[config.mk]
export PLATFORM = sky130hd
export DESIGN_NAME = hsv_to_rgb_converter_top
export DESIGN_NICKNAME = d
export VERILOG_FILES = /design/src/sv/h2r_pkg.sv /design/src/sv/h2r_hue.sv /design/src/sv/h2r_shade.sv /design/src/sv/hsv_to_rgb_converter_top.sv
export SDC_FILE = /design/constraint.sdc
export NUM_CORES = 2
export LEC_CHECK = 0
export ABC_AREA = 1
export BUFFER_PORTS_ARGS = -buffer_cell sky130_fd_sc_hd__buf_2
export CAP_MARGIN = 20
export CELL_PAD_IN_SITES_DETAIL_PLACEMENT = 0
export CELL_PAD_IN_SITES_GLOBAL_PLACEMENT = 1
export CORE_UTILIZATION = 40
export CTS_CLUSTER_DIAMETER = 100
export DETAILED_ROUTE_END_ITERATION = 6
export GPL_ROUTABILITY_DRIVEN = 0
export HOLD_SLACK_MARGIN = 0.1
export PLACE_DENSITY = 0.69
export SLEW_MARGIN = 20
export SYNTH_ARGS = -nofsm -noshare
export SYNTH_HDL_FRONTEND = slang
export SYNTH_SLANG_ARGS = --single-unit
export TNS_END_PERCENT = 5
[constraint.sdc]
create_clock -name clk -period 19.29 [get_ports clk]
set_input_delay 3.858 -clock clk [delete_from_list [all_inputs] [get_ports clk]]
set_output_delay 3.858 -clock clk [all_outputs]
set_load 0.01 [all_outputs]
[src/sv/h2r_pkg.sv]
// h2r_pkg: shared types and constants for the hsv to rgb converter
// field widths of the pixel beats, sector codes and pipeline depth
// no dependencies
`timescale 1ns / 1ps
`default_nettype none

package h2r_pkg;

    localparam int HUE_W  = 16;
    localparam int SV_W   = 12;
    localparam int OUT_W  = 11;
    localparam int SEC_W  = 3;

    // defaults for the top level parameters
    localparam int DEF_FRAC_BITS     = 10;
    localparam int DEF_HUE_FRAC_BITS = 4;

    // register stages from input beat to output register
    localparam int PIPE_DEPTH = 8;

    // 60 degree hue sectors
    typedef enum logic [SEC_W-1:0] {
        SEC_RED_YEL = 3'd0,
        SEC_YEL_GRN = 3'd1,
        SEC_GRN_CYN = 3'd2,
        SEC_CYN_BLU = 3'd3,
        SEC_BLU_MAG = 3'd4,
        SEC_MAG_RED = 3'd5
    } sector_t;

    typedef struct packed {
        logic signed [HUE_W-1:0] hue;
        logic signed [SV_W-1:0]  saturation;
        logic signed [SV_W-1:0]  brightness;
    } hsv_pix_t;

    typedef struct packed {
        logic [OUT_W-1:0] red;
        logic [OUT_W-1:0] green;
        logic [OUT_W-1:0] blue;
    } rgb_pix_t;

endpackage

`default_nettype wire

[src/sv/h2r_hue.sv]
// h2r_hue: hue datapath, wraps the angle into one turn and splits it into
// a sector code and a fraction within the sector, five register stages
// depends on h2r_pkg
`timescale 1ns / 1ps
`default_nettype none

module h2r_hue
    import h2r_pkg::*;
#(
    parameter int FRAC_BITS     = DEF_FRAC_BITS,
    parameter int HUE_FRAC_BITS = DEF_HUE_FRAC_BITS
)
(
    input  wire logic                    clk,
    input  wire logic [PIPE_DEPTH-1:0]   en,
    input  wire logic signed [HUE_W-1:0] hue,
    output sector_t                      sector,
    output logic [FRAC_BITS-1:0]         frac
);

    localparam int TURN     = 360 << HUE_FRAC_BITS;
    localparam int SECTOR   = 60 << HUE_FRAC_BITS;
    localparam int W_W      = $clog2((1 << HUE_W) + TURN);
    localparam int WRAP_OFF = (TURN - ((1 << (HUE_W - 1)) % TURN)) % TURN;
    // turn = 45 << SH_T, so the turn count is a divide by 45
    localparam int SH_T     = HUE_FRAC_BITS + 3;
    localparam int WT_W     = W_W - SH_T;
    localparam int LT       = WT_W + 6;
    localparam longint RT   = ((longint'(1) << LT) + 44) / 45;
    localparam int RT_W     = WT_W + 1;
    localparam int QT_W     = WT_W - 5;
    localparam int HW_W     = $clog2(TURN);
    localparam int REM_W    = $clog2(SECTOR);
    // fraction = rem * one / sector = (rem * one >> (hfb + 2)) / 15
    localparam int SH_X     = HUE_FRAC_BITS + 2;
    localparam int RS_W     = REM_W + FRAC_BITS;
    localparam int X_W      = FRAC_BITS + 4;
    localparam int LX       = X_W + 4;
    localparam longint RX   = ((longint'(1) << LX) + 14) / 15;
    localparam int RX_W     = X_W + 1;

    logic [HUE_W-1:0]     hue_u;
    logic [W_W-1:0]       w_next;
    logic [W_W-1:0]       w_reg;
    logic [W_W-1:0]       w1_reg;
    logic [WT_W+RT_W-1:0] turn_prod;
    logic [QT_W-1:0]      qt_next;
    logic [QT_W-1:0]      qt_reg;
    logic [HW_W-1:0]      hw_next;
    logic [HW_W-1:0]      hw_reg;
    sector_t              sec_next;
    sector_t              sec3_reg;
    sector_t              sec4_reg;
    logic [HW_W-1:0]      sec_base;
    logic [REM_W-1:0]     rem;
    logic [RS_W-1:0]      rem_sh;
    logic [X_W-1:0]       x_next;
    logic [X_W-1:0]       x_reg;
    logic [X_W+RX_W-1:0]  frac_prod;
    logic [FRAC_BITS-1:0] frac_next;
    logic [FRAC_BITS-1:0] frac_reg;

    // offset binary plus a whole number of turns keeps the value positive
    assign hue_u  = {~hue[HUE_W-1], hue[HUE_W-2:0]};
    assign w_next = W_W'(hue_u) + W_W'(WRAP_OFF);

    assign turn_prod = w_reg[W_W-1:SH_T] * RT_W'(RT);
    assign qt_next   = QT_W'(turn_prod >> LT);

    assign hw_next = HW_W'(w1_reg - W_W'(qt_reg * TURN));

    always_comb
    begin
        sec_next = SEC_RED_YEL;
        sec_base = '0;
        for (int k = 1; k < 6; k++)
        begin
            if (32'(hw_reg) >= k * SECTOR)
            begin
                sec_next = sector_t'(SEC_W'(k));
                sec_base = HW_W'(k * SECTOR);
            end
        end
    end

    assign rem    = REM_W'(hw_reg - sec_base);
    assign rem_sh = {rem, {FRAC_BITS{1'b0}}} >> SH_X;
    assign x_next = rem_sh[X_W-1:0];

    assign frac_prod = x_reg * RX_W'(RX);
    assign frac_next = FRAC_BITS'(frac_prod >> LX);

    always_ff @(posedge clk)
    begin
        if (en[0])
        begin
            w_reg <= w_next;
        end
        if (en[1])
        begin
            w1_reg <= w_reg;
            qt_reg <= qt_next;
        end
        if (en[2])
        begin
            hw_reg <= hw_next;
        end
        if (en[3])
        begin
            sec3_reg <= sec_next;
            x_reg    <= x_next;
        end
        if (en[4])
        begin
            sec4_reg <= sec3_reg;
            frac_reg <= frac_next;
        end
    end

    assign sector = sec4_reg;
    assign frac   = frac_reg;

endmodule

`default_nettype wire

[src/sv/h2r_shade.sv]
// h2r_shade: clamps saturation and value and forms p, q and t with
// truncating fixed point products, seven register stages
// depends on h2r_pkg; takes the hue fraction from h2r_hue
`timescale 1ns / 1ps
`default_nettype none

module h2r_shade
    import h2r_pkg::*;
#(
    parameter int FRAC_BITS = DEF_FRAC_BITS
)
(
    input  wire logic                   clk,
    input  wire logic [PIPE_DEPTH-1:0]  en,
    input  wire logic signed [SV_W-1:0] saturation,
    input  wire logic signed [SV_W-1:0] brightness,
    input  wire logic [FRAC_BITS-1:0]   frac,
    output logic                        gray,
    output logic [FRAC_BITS:0]          vval,
    output logic [FRAC_BITS:0]          pval,
    output logic [FRAC_BITS:0]          qval,
    output logic [FRAC_BITS:0]          tval
);

    localparam int S_W   = FRAC_BITS + 1;
    localparam int ONE   = 1 << FRAC_BITS;
    localparam int CMP_W = (S_W > SV_W - 1) ? S_W : SV_W - 1;

    logic [S_W-1:0]   s_next;
    logic [S_W-1:0]   v_next;
    logic [S_W-1:0]   s_reg [0:4];
    logic [S_W-1:0]   v_reg [0:6];
    logic             z_reg [0:6];
    logic [S_W-1:0]   one_minus_s;
    logic [2*S_W-1:0] p_prod;
    logic [S_W-1:0]   p_next;
    logic [S_W-1:0]   p4_reg;
    logic [S_W-1:0]   p5_reg;
    logic [S_W-1:0]   p6_reg;
    logic [S_W-1:0]   one_minus_f;
    logic [2*S_W-1:0] sf_prod;
    logic [2*S_W-1:0] sf1_prod;
    logic [S_W-1:0]   sf_reg;
    logic [S_W-1:0]   sf1_reg;
    logic [2*S_W-1:0] q_prod;
    logic [2*S_W-1:0] t_prod;
    logic [S_W-1:0]   q_reg;
    logic [S_W-1:0]   t_reg;

    always_comb
    begin
        if (saturation[SV_W-1])
            s_next = '0;
        else if (CMP_W'(saturation[SV_W-2:0]) > CMP_W'(ONE))
            s_next = S_W'(ONE);
        else
            s_next = S_W'(saturation[SV_W-2:0]);

        if (brightness[SV_W-1])
            v_next = '0;
        else if (CMP_W'(brightness[SV_W-2:0]) > CMP_W'(ONE))
            v_next = S_W'(ONE);
        else
            v_next = S_W'(brightness[SV_W-2:0]);
    end

    assign one_minus_s = S_W'(ONE) - s_reg[3];
    assign p_prod      = v_reg[3] * one_minus_s;
    assign p_next      = S_W'(p_prod >> FRAC_BITS);

    // fraction lines up with stage four
    assign one_minus_f = S_W'(ONE) - S_W'(frac);
    assign sf_prod     = s_reg[4] * S_W'(frac);
    assign sf1_prod    = s_reg[4] * one_minus_f;

    assign q_prod = v_reg[5] * (S_W'(ONE) - sf_reg);
    assign t_prod = v_reg[5] * (S_W'(ONE) - sf1_reg);

    always_ff @(posedge clk)
    begin
        if (en[0])
        begin
            s_reg[0] <= s_next;
            v_reg[0] <= v_next;
            z_reg[0] <= (s_next == '0);
        end
        for (int k = 1; k < 5; k++)
        begin
            if (en[k])
                s_reg[k] <= s_reg[k-1];
        end
        for (int k = 1; k < 7; k++)
        begin
            if (en[k])
            begin
                v_reg[k] <= v_reg[k-1];
                z_reg[k] <= z_reg[k-1];
            end
        end
        if (en[4])
            p4_reg <= p_next;
        if (en[5])
        begin
            p5_reg  <= p4_reg;
            sf_reg  <= S_W'(sf_prod >> FRAC_BITS);
            sf1_reg <= S_W'(sf1_prod >> FRAC_BITS);
        end
        if (en[6])
        begin
            p6_reg <= p5_reg;
            q_reg  <= S_W'(q_prod >> FRAC_BITS);
            t_reg  <= S_W'(t_prod >> FRAC_BITS);
        end
    end

    assign gray = z_reg[6];
    assign vval = v_reg[6];
    assign pval = p6_reg;
    assign qval = q_reg;
    assign tval = t_reg;

endmodule

`default_nettype wire

[src/sv/hsv_to_rgb_converter_top.sv]
// hsv_to_rgb_converter_top: pipelined hsv to rgb pixel converter
// depends on h2r_pkg, h2r_hue and h2r_shade
// Takes one pixel per clock while hsv_stall is low and passes it through the
// pipeline stages in order: clamp and hue offset, turn count, hue wrap,
// sector split, sector fraction and p, s*f products, q and t products,
// channel select into the output register. Each stage holds a valid bit
// and moves whenever the stage after it is empty or moving, so bubbles
// close up and a stalled output register still lets upstream stages fill;
// hsv_stall rises only when every stage holds a beat and rgb_stall is high.
// No memories, nothing to clear after reset.
`timescale 1ns / 1ps
`default_nettype none

module hsv_to_rgb_converter_top
    import h2r_pkg::*;
#(
    parameter int FRAC_BITS     = DEF_FRAC_BITS,
    parameter int HUE_FRAC_BITS = DEF_HUE_FRAC_BITS
)
(
    input  wire logic     clk,
    input  wire logic     rst_n,
    input  wire logic     hsv_valid,
    output logic          hsv_stall,
    input  wire hsv_pix_t hsv,
    output logic          rgb_valid,
    input  wire logic     rgb_stall,
    output rgb_pix_t      rgb
);

    localparam int S_W = FRAC_BITS + 1;
    localparam int ONE = 1 << FRAC_BITS;

    logic [PIPE_DEPTH-1:0] en;
    logic [PIPE_DEPTH-1:0] valid_next;
    logic [PIPE_DEPTH-1:0] valid_reg;
    sector_t               sector;
    logic [FRAC_BITS-1:0]  frac;
    sector_t               sec5_reg;
    sector_t               sec6_reg;
    logic                  gray;
    logic [S_W-1:0]        vval;
    logic [S_W-1:0]        pval;
    logic [S_W-1:0]        qval;
    logic [S_W-1:0]        tval;
    logic [S_W-1:0]        r_sel;
    logic [S_W-1:0]        g_sel;
    logic [S_W-1:0]        b_sel;
    rgb_pix_t              rgb_next;
    rgb_pix_t              rgb_reg;

    // a stage loads when it is empty or its beat moves on
    always_comb
    begin
        en[PIPE_DEPTH-1] = !valid_reg[PIPE_DEPTH-1] || !rgb_stall;
        for (int i = PIPE_DEPTH - 2; i >= 0; i--)
            en[i] = !valid_reg[i] || en[i+1];
    end

    always_comb
    begin
        valid_next    = valid_reg;
        if (en[0])
            valid_next[0] = hsv_valid;
        for (int i = 1; i < PIPE_DEPTH; i++)
        begin
            if (en[i])
                valid_next[i] = valid_reg[i-1];
        end
    end

    always_ff @(posedge clk or negedge rst_n)
    begin
        if (!rst_n)
            valid_reg <= '0;
        else
            valid_reg <= valid_next;
    end

    h2r_hue #(
        .FRAC_BITS     (FRAC_BITS),
        .HUE_FRAC_BITS (HUE_FRAC_BITS)
    ) u_hue (
        .clk    (clk),
        .en     (en),
        .hue    (hsv.hue),
        .sector (sector),
        .frac   (frac)
    );

    h2r_shade #(
        .FRAC_BITS (FRAC_BITS)
    ) u_shade (
        .clk        (clk),
        .en         (en),
        .saturation (hsv.saturation),
        .brightness (hsv.brightness),
        .frac       (frac),
        .gray       (gray),
        .vval       (vval),
        .pval       (pval),
        .qval       (qval),
        .tval       (tval)
    );

    always_comb
    begin
        case (sec6_reg)
            SEC_RED_YEL: begin r_sel = vval; g_sel = tval; b_sel = pval; end
            SEC_YEL_GRN: begin r_sel = qval; g_sel = vval; b_sel = pval; end
            SEC_GRN_CYN: begin r_sel = pval; g_sel = vval; b_sel = tval; end
            SEC_CYN_BLU: begin r_sel = pval; g_sel = qval; b_sel = vval; end
            SEC_BLU_MAG: begin r_sel = tval; g_sel = pval; b_sel = vval; end
            SEC_MAG_RED: begin r_sel = vval; g_sel = pval; b_sel = qval; end
            default:     begin r_sel = vval; g_sel = tval; b_sel = pval; end
        endcase
        if (gray)
        begin
            r_sel = vval;
            g_sel = vval;
            b_sel = vval;
        end
        rgb_next.red   = OUT_W'(r_sel);
        rgb_next.green = OUT_W'(g_sel);
        rgb_next.blue  = OUT_W'(b_sel);
    end

    always_ff @(posedge clk)
    begin
        if (en[5])
            sec5_reg <= sector;
        if (en[6])
            sec6_reg <= sec5_reg;
        if (en[7])
            rgb_reg <= rgb_next;
    end

    assign hsv_stall = !en[0];
    assign rgb_valid = valid_reg[PIPE_DEPTH-1];
    assign rgb       = rgb_reg;

    // an empty entry stage never pushes back
    a_entry_free: assert property (@(posedge clk) disable iff (!rst_n)
        !valid_reg[0] |-> !hsv_stall)
        else $error("entry stage empty but input stalled");

    // beat count grows by one on input without output
    a_fill: assert property (@(posedge clk) disable iff (!rst_n)
        (hsv_valid && !hsv_stall && !(rgb_valid && !rgb_stall)) |=>
        ($countones(valid_reg) == $past($countones(valid_reg)) + 1))
        else $error("input beat lost in pipeline");

    // beat count shrinks by one on output without input
    a_drain: assert property (@(posedge clk) disable iff (!rst_n)
        (rgb_valid && !rgb_stall && !(hsv_valid && !hsv_stall)) |=>
        ($countones(valid_reg) == $past($countones(valid_reg)) - 1))
        else $error("output beat repeated or invented");

    // channels never exceed full intensity, checked only for FRAC_BITS up to 10
    a_range: assert property (@(posedge clk) disable iff (!rst_n)
        rgb_valid |-> ((FRAC_BITS > 10) || ((32'(rgb.red) <= ONE) &&
        (32'(rgb.green) <= ONE) && (32'(rgb.blue) <= ONE))))
        else $error("rgb channel above one");

endmodule

`default_nettype wire
# == Word-level counts from Yosys, hierarchy flattened ==
# Memory sizes are Yosys's and may differ from the RTL's.
# Cells that the tools add are included.
# totals
mem_bits_rw,139
out_inout_bits,35
elab_cells,117
n_memories,3
inputBits,44
register_bits,198
# op_classes
magnitude_cmp,7
eq_ne,5
n_addsub,7
n_mux,33
mul,8
bitwise,1
reduce_logical,24
# mem_list
name,words,word_bits,rd,rd_ports_with_merged_regs,write_ports,line_no,text
u_shade.v_reg,7,11,7,0,7,h2r_shade.sv:32,logic [S_W-1:0] v_reg [0:6];
u_shade.s_reg,5,11,5,0,5,h2r_shade.sv:31,logic [S_W-1:0] s_reg [0:4];
u_shade.z_reg,7,1,7,0,7,h2r_shade.sv:33,logic z_reg [0:6];
# ops
op,count
11-bit one-hot mux with 3 select lines,3
11-bit 2-to-1 mux,7
10-bit 2-to-1 mux,5
11-bit by 22-bit multiplier with 21-bit output,2
11-bit by 11-bit multiplier with 21-bit output,2
"13-bit by 12-bit >= comparator with 1-bit output, second input constant",2
"10-bit by 15-bit multiplier with 24-bit output, second input constant",1
"11-bit by 11-bit subtractor with 12-bit output, first input constant",2
"11-bit > comparator, second input constant",2
"10-bit by 11-bit multiplier with 21-bit output, second input constant",1
11-bit by 10-bit multiplier with 21-bit output,1
"16-bit by 11-bit adder with 17-bit output, second input constant",1
1-bit 2-to-1 mux,16
"13-bit by 10-bit >= comparator with 1-bit output, second input constant",1
"13-bit by 11-bit >= comparator with 1-bit output, second input constant",1
"13-bit >= comparator, second input constant",1
13-bit subtractor,1
11-bit logical NOT,1
"11-bit by 10-bit subtractor with 11-bit output, first input constant",1
"11-bit subtractor, first input constant",1
1-bit logical NOT,10
2-bit OR reduction,5
10-bit subtractor,1
1-bit logical OR,8
6 further kinds,9

# == Logic depth before layout (Yosys ltp) ==
# logic_depth
ltp_word,11
depth_mapped,32
depth_no_buf,32

# == Hierarchy ==
# From an unflattened synthesis, not the netlist that was laid out.
# hier_totals
cells_unflattened,4263
area_unflattened_um2,37088.1
# modules_own_cells
module,area_each_um2,n_inst,cells_per_inst
h2r_shade,27421.3,1,3100
h2r_hue,6602.6,1,730
hsv_to_rgb_converter_top,3064.2,1,433

# == Least setup slack after synthesis ==
# Ideal clock, no wire load.
# synth_timing
path_type,input to output
from,input rgb_stall
to,output hsv_stall
t_required_ps,15432
path_stages,14
arrival_ps,8387
n_path_buf,0
setup_slack_ps,7045
path_cell_list,nand2_1 > nor2_2 > inv_2 > nor2_2 > inv_2 > nor2_1 > inv_2 > nor2_2 > inv_2 > nor2_2 > inv_2 > nor2_2 > nand2_2 > inv_2
# synth_between
elab_chain_len,10
# synth_lines
item,line_no,text
start: declaration,hsv_to_rgb_converter_top.sv:27,"input wire logic rgb_stall,"
1-bit logical NOT,hsv_to_rgb_converter_top.sv:55,en[PIPE_DEPTH-1] = !valid_reg[PIPE_DEPTH-1] || !rgb_stall;
1-bit logical OR,hsv_to_rgb_converter_top.sv:55,
1-bit logical OR,hsv_to_rgb_converter_top.sv:57,en[i] = !valid_reg[i] || en[i+1];
net en[6],hsv_to_rgb_converter_top.sv:34,logic [PIPE_DEPTH-1:0] en;
1-bit logical OR,hsv_to_rgb_converter_top.sv:57,
net en[5],hsv_to_rgb_converter_top.sv:34,
1-bit logical OR,hsv_to_rgb_converter_top.sv:57,
net en[4],hsv_to_rgb_converter_top.sv:34,
1-bit logical OR,hsv_to_rgb_converter_top.sv:57,
net en[3],hsv_to_rgb_converter_top.sv:34,
1-bit logical OR,hsv_to_rgb_converter_top.sv:57,
net en[2],hsv_to_rgb_converter_top.sv:34,
1-bit logical OR (2 in series),hsv_to_rgb_converter_top.sv:57,
1-bit logical NOT,hsv_to_rgb_converter_top.sv:138,assign hsv_stall = !en[0];
end: declaration,hsv_to_rgb_converter_top.sv:24,"output logic hsv_stall,"
# The timed path passes the listed nets, and every way through them passes these cells.

# == Final worst setup path ==
# layout_timing
from,input rgb_stall
to,output hsv_stall
# layout_between
elab_chain_len,10
# layout_lines
item,line_no
1-bit logical NOT,hsv_to_rgb_converter_top.sv:55
1-bit logical OR,hsv_to_rgb_converter_top.sv:55
net en[7],hsv_to_rgb_converter_top.sv:34
1-bit logical OR,hsv_to_rgb_converter_top.sv:57
net en[6],hsv_to_rgb_converter_top.sv:34
1-bit logical OR,hsv_to_rgb_converter_top.sv:57
net en[5],hsv_to_rgb_converter_top.sv:34
1-bit logical OR,hsv_to_rgb_converter_top.sv:57
net en[4],hsv_to_rgb_converter_top.sv:34
1-bit logical OR,hsv_to_rgb_converter_top.sv:57
net en[3],hsv_to_rgb_converter_top.sv:34
1-bit logical OR,hsv_to_rgb_converter_top.sv:57
net en[2],hsv_to_rgb_converter_top.sv:34
1-bit logical OR (2 in series),hsv_to_rgb_converter_top.sv:57
1-bit logical NOT,hsv_to_rgb_converter_top.sv:138
# The timed path passes the listed nets, and every way through them passes these cells.

==> results.txt <==
Syn. warnings - 0
max reg flops - 77
Worst Hold Class - register to register
Worst EP arrival - 9.27 ns
ys flop type - edfxtp_1
first-pass GRT wire length - 134 mm
Slowest-stage cell, CP - inv_2
max_cap viols - 0
most frequent CP cell - inv_2
drc violations - 0
fillers - 8909
hold_sp - u_shade.s_reg[0][21]
Seq/Total Area, Yosys - 0.277
mean area per synthesized cell - 9.27 µm²
Resized cells post-CTS - 0
Die Area - 0.0921 mm²
WP buf/inv - 9
GRT Resource Usage Total - 0.185
ANT cells - 0
CP max FO - 50
measured slew at the worst slew-check pin - 1.06 ns
Sink Count - 337
largest net degree at the start of global routing - 51
root buffer cell - clkbuf_16
CTS Buf Count - 36
crit-path cells - buf_2 > nand2_1 > buf_4 > nor2_2 > inv_2 > nor2_2 > inv_2 > nor2_1 > inv_2 > nor2_2 > inv_2 > nor2_2 > inv_2 > nor2_2 > nand2_2 > inv_2 > buf_2
Commonest cells post-synth - inv_1, nand2_1, fa_1, ha_1, edfxtp_1
crit path launch type - input pin
DR pass1 iterations - 5
Max-Slew Margin vs Limit - 0.292
ratio of cells with drive above 1 in the final layout - 0.0540
mean routed wirelength per cell - 15.8 µm
worst setup margin - 6.16 ns
grt ovf - 0
I/O pin total - 79
DR vias - 24700
Reg clk slew, reported paths - 0.06 ns
Worst path top cell family by delay - buffers and inverters
post-route antenna net violation count - 0
Setup Viol. Count Final - 0
Synth top area share - 0.272
critical path class - input pin to primary output
CP peak stage delay - 0.79 ns
Post-CTS Repair Setup Buffers - 0
Fin Hold WS - 0.400 ns
most common cell in the synthesized netlist - inv_1
Layout Nets - 4864
FF-to-FF Start - u_shade.sf1_reg[0]
hold-fix buffers at CTS - 0
initial antenna violation count - 0
endpoint type of the worst setup path - primary output
Hold Crit Endpoint - u_shade.s_reg[0][32]
core area - 0.0900 mm²
Post-synth EDFFs - 329
Worst R2R Setup Slack - 12.55 ns
Peak Freq - 76.2 MHz
#FFs+latches synth - 337
Initial Utilization - 0.404
Post-synth ARST share - 0.0237
Die X - 303 µm
largest cells by area after synthesis - edfxtp_1, fa_1, ha_1, inv_1, nand2_1
Setup Skew - 0.0297 ns
vias in the first global route - 25800
hold depth - 0
dpl hpwl - 66.3 mm
Distinct cells, synth - 55
syn_nets - 4814
Cell Area, Placed - 0.0380 mm²
worst slack at placement - 6.01 ns
worst-case clock buffer depth - 3
Post-Synthesis Cells - 3922
Setup TNS - 0 ns
post-route cell area - 0.0392 mm²
Layout area overhead - 7.69%
H-tree depth - 2
minimum clock period - 13.13 ns
RSZ-0062 raised after global routing - false
Mapped Area - 0.0364 mm²
Fin. Hold Viols - 0
status - completed
1st-iter DRT viols - 1195
# rows - 110
via-per-instance ratio - 4.77
Final period util - 0.680
Worst Path Required - 15.43 ns
Synth area leader - edfxtp_1
Skew-Pair Late Insertion Delay - 0.54 ns
Die H - 303 µm
CTS tree - yes
path depth of the worst reg2reg path - 26
I/O Buffers - 78
FF-to-FF End - u_shade.tval[10]
final WL - 81.6 mm
Slew Limit Fails - 0
==> kinds of logic (layout without fill, tap and decap cells) <==
group / after synthesis / after routing / share of synthesized area
xor+xnor: 105 / 105 / 0.0257
compound gates: 338 / 338 / 0.0544
fa+ha+maj: 848 / 848 / 0.393
buf+inv: 1075 / 1150 / 0.112
simple gates: 1219 / 1219 / 0.137
flops: 337 / 337 / 0.277
==> worst max-delay path by stage <==
stage	from	to	slack (ns)	cells after the start
after floorplan	rgb_stall	hsv_stall	7.04	14
after global placement	rgb_stall	hsv_stall	6.05	17
after detailed placement	rgb_stall	hsv_stall	6.01	17
after CTS	rgb_stall	hsv_stall	6.00	17
after global routing	rgb_stall	hsv_stall	5.44	17
final	rgb_stall	hsv_stall	6.16	17
==> routing by layer <==
metal | wire length (µm) | vias up | track usage
met5 | 0 | - | 0
li1 | - | 12200 | -
met2 | 39700 | 416 | 0.325
met1 | 37300 | 11900 | 0.245
met4 | 1930 | 0 | 0.0451
met3 | 2640 | 94 | 0.0166
==> stage by stage <==
stage / utilization / std cells
final: 0.435 / 5173
after floorplan: - / 3922
after CTS: 0.435 / 5173
after detailed placement: 0.422 / 5110
after global routing: 0.435 / 5173
after global placement: 0.422 / 5110
==> layout make-up <==
cell class              instances  area, µm²  share of cell area
multi-input cells            2510      22200               0.567
flip-flops and latches        337      10100               0.257
inverters                     985       3700              0.0946
well taps                    1176       1470              0.0376
clock buffers                  48        976              0.0249
repair buffers                102        571              0.0146
clock inverters                15        159             0.00406
==> cells in the final DEF (no fill, tap or decap), types with 36 or more instances in the layout <==
master | synthesis | layout
inv_1 | 962 | 962
nand2_1 | 762 | 762
fa_1 | 491 | 491
ha_1 | 357 | 357
edfxtp_1 | 329 | 329
nor2_1 | 268 | 268
a21oi_1 | 126 | 126
o21ai_0 | 98 | 98
nand3_1 | 79 | 79
buf_2 | 10 | 78
xor2_1 | 61 | 61
xnor2_1 | 42 | 42
clkbuf_16 | 0 | 36
Power is left out: the tool's default activity adds up to more than one toggle a clock period on the data nets, which glitch-free logic cannot reach.
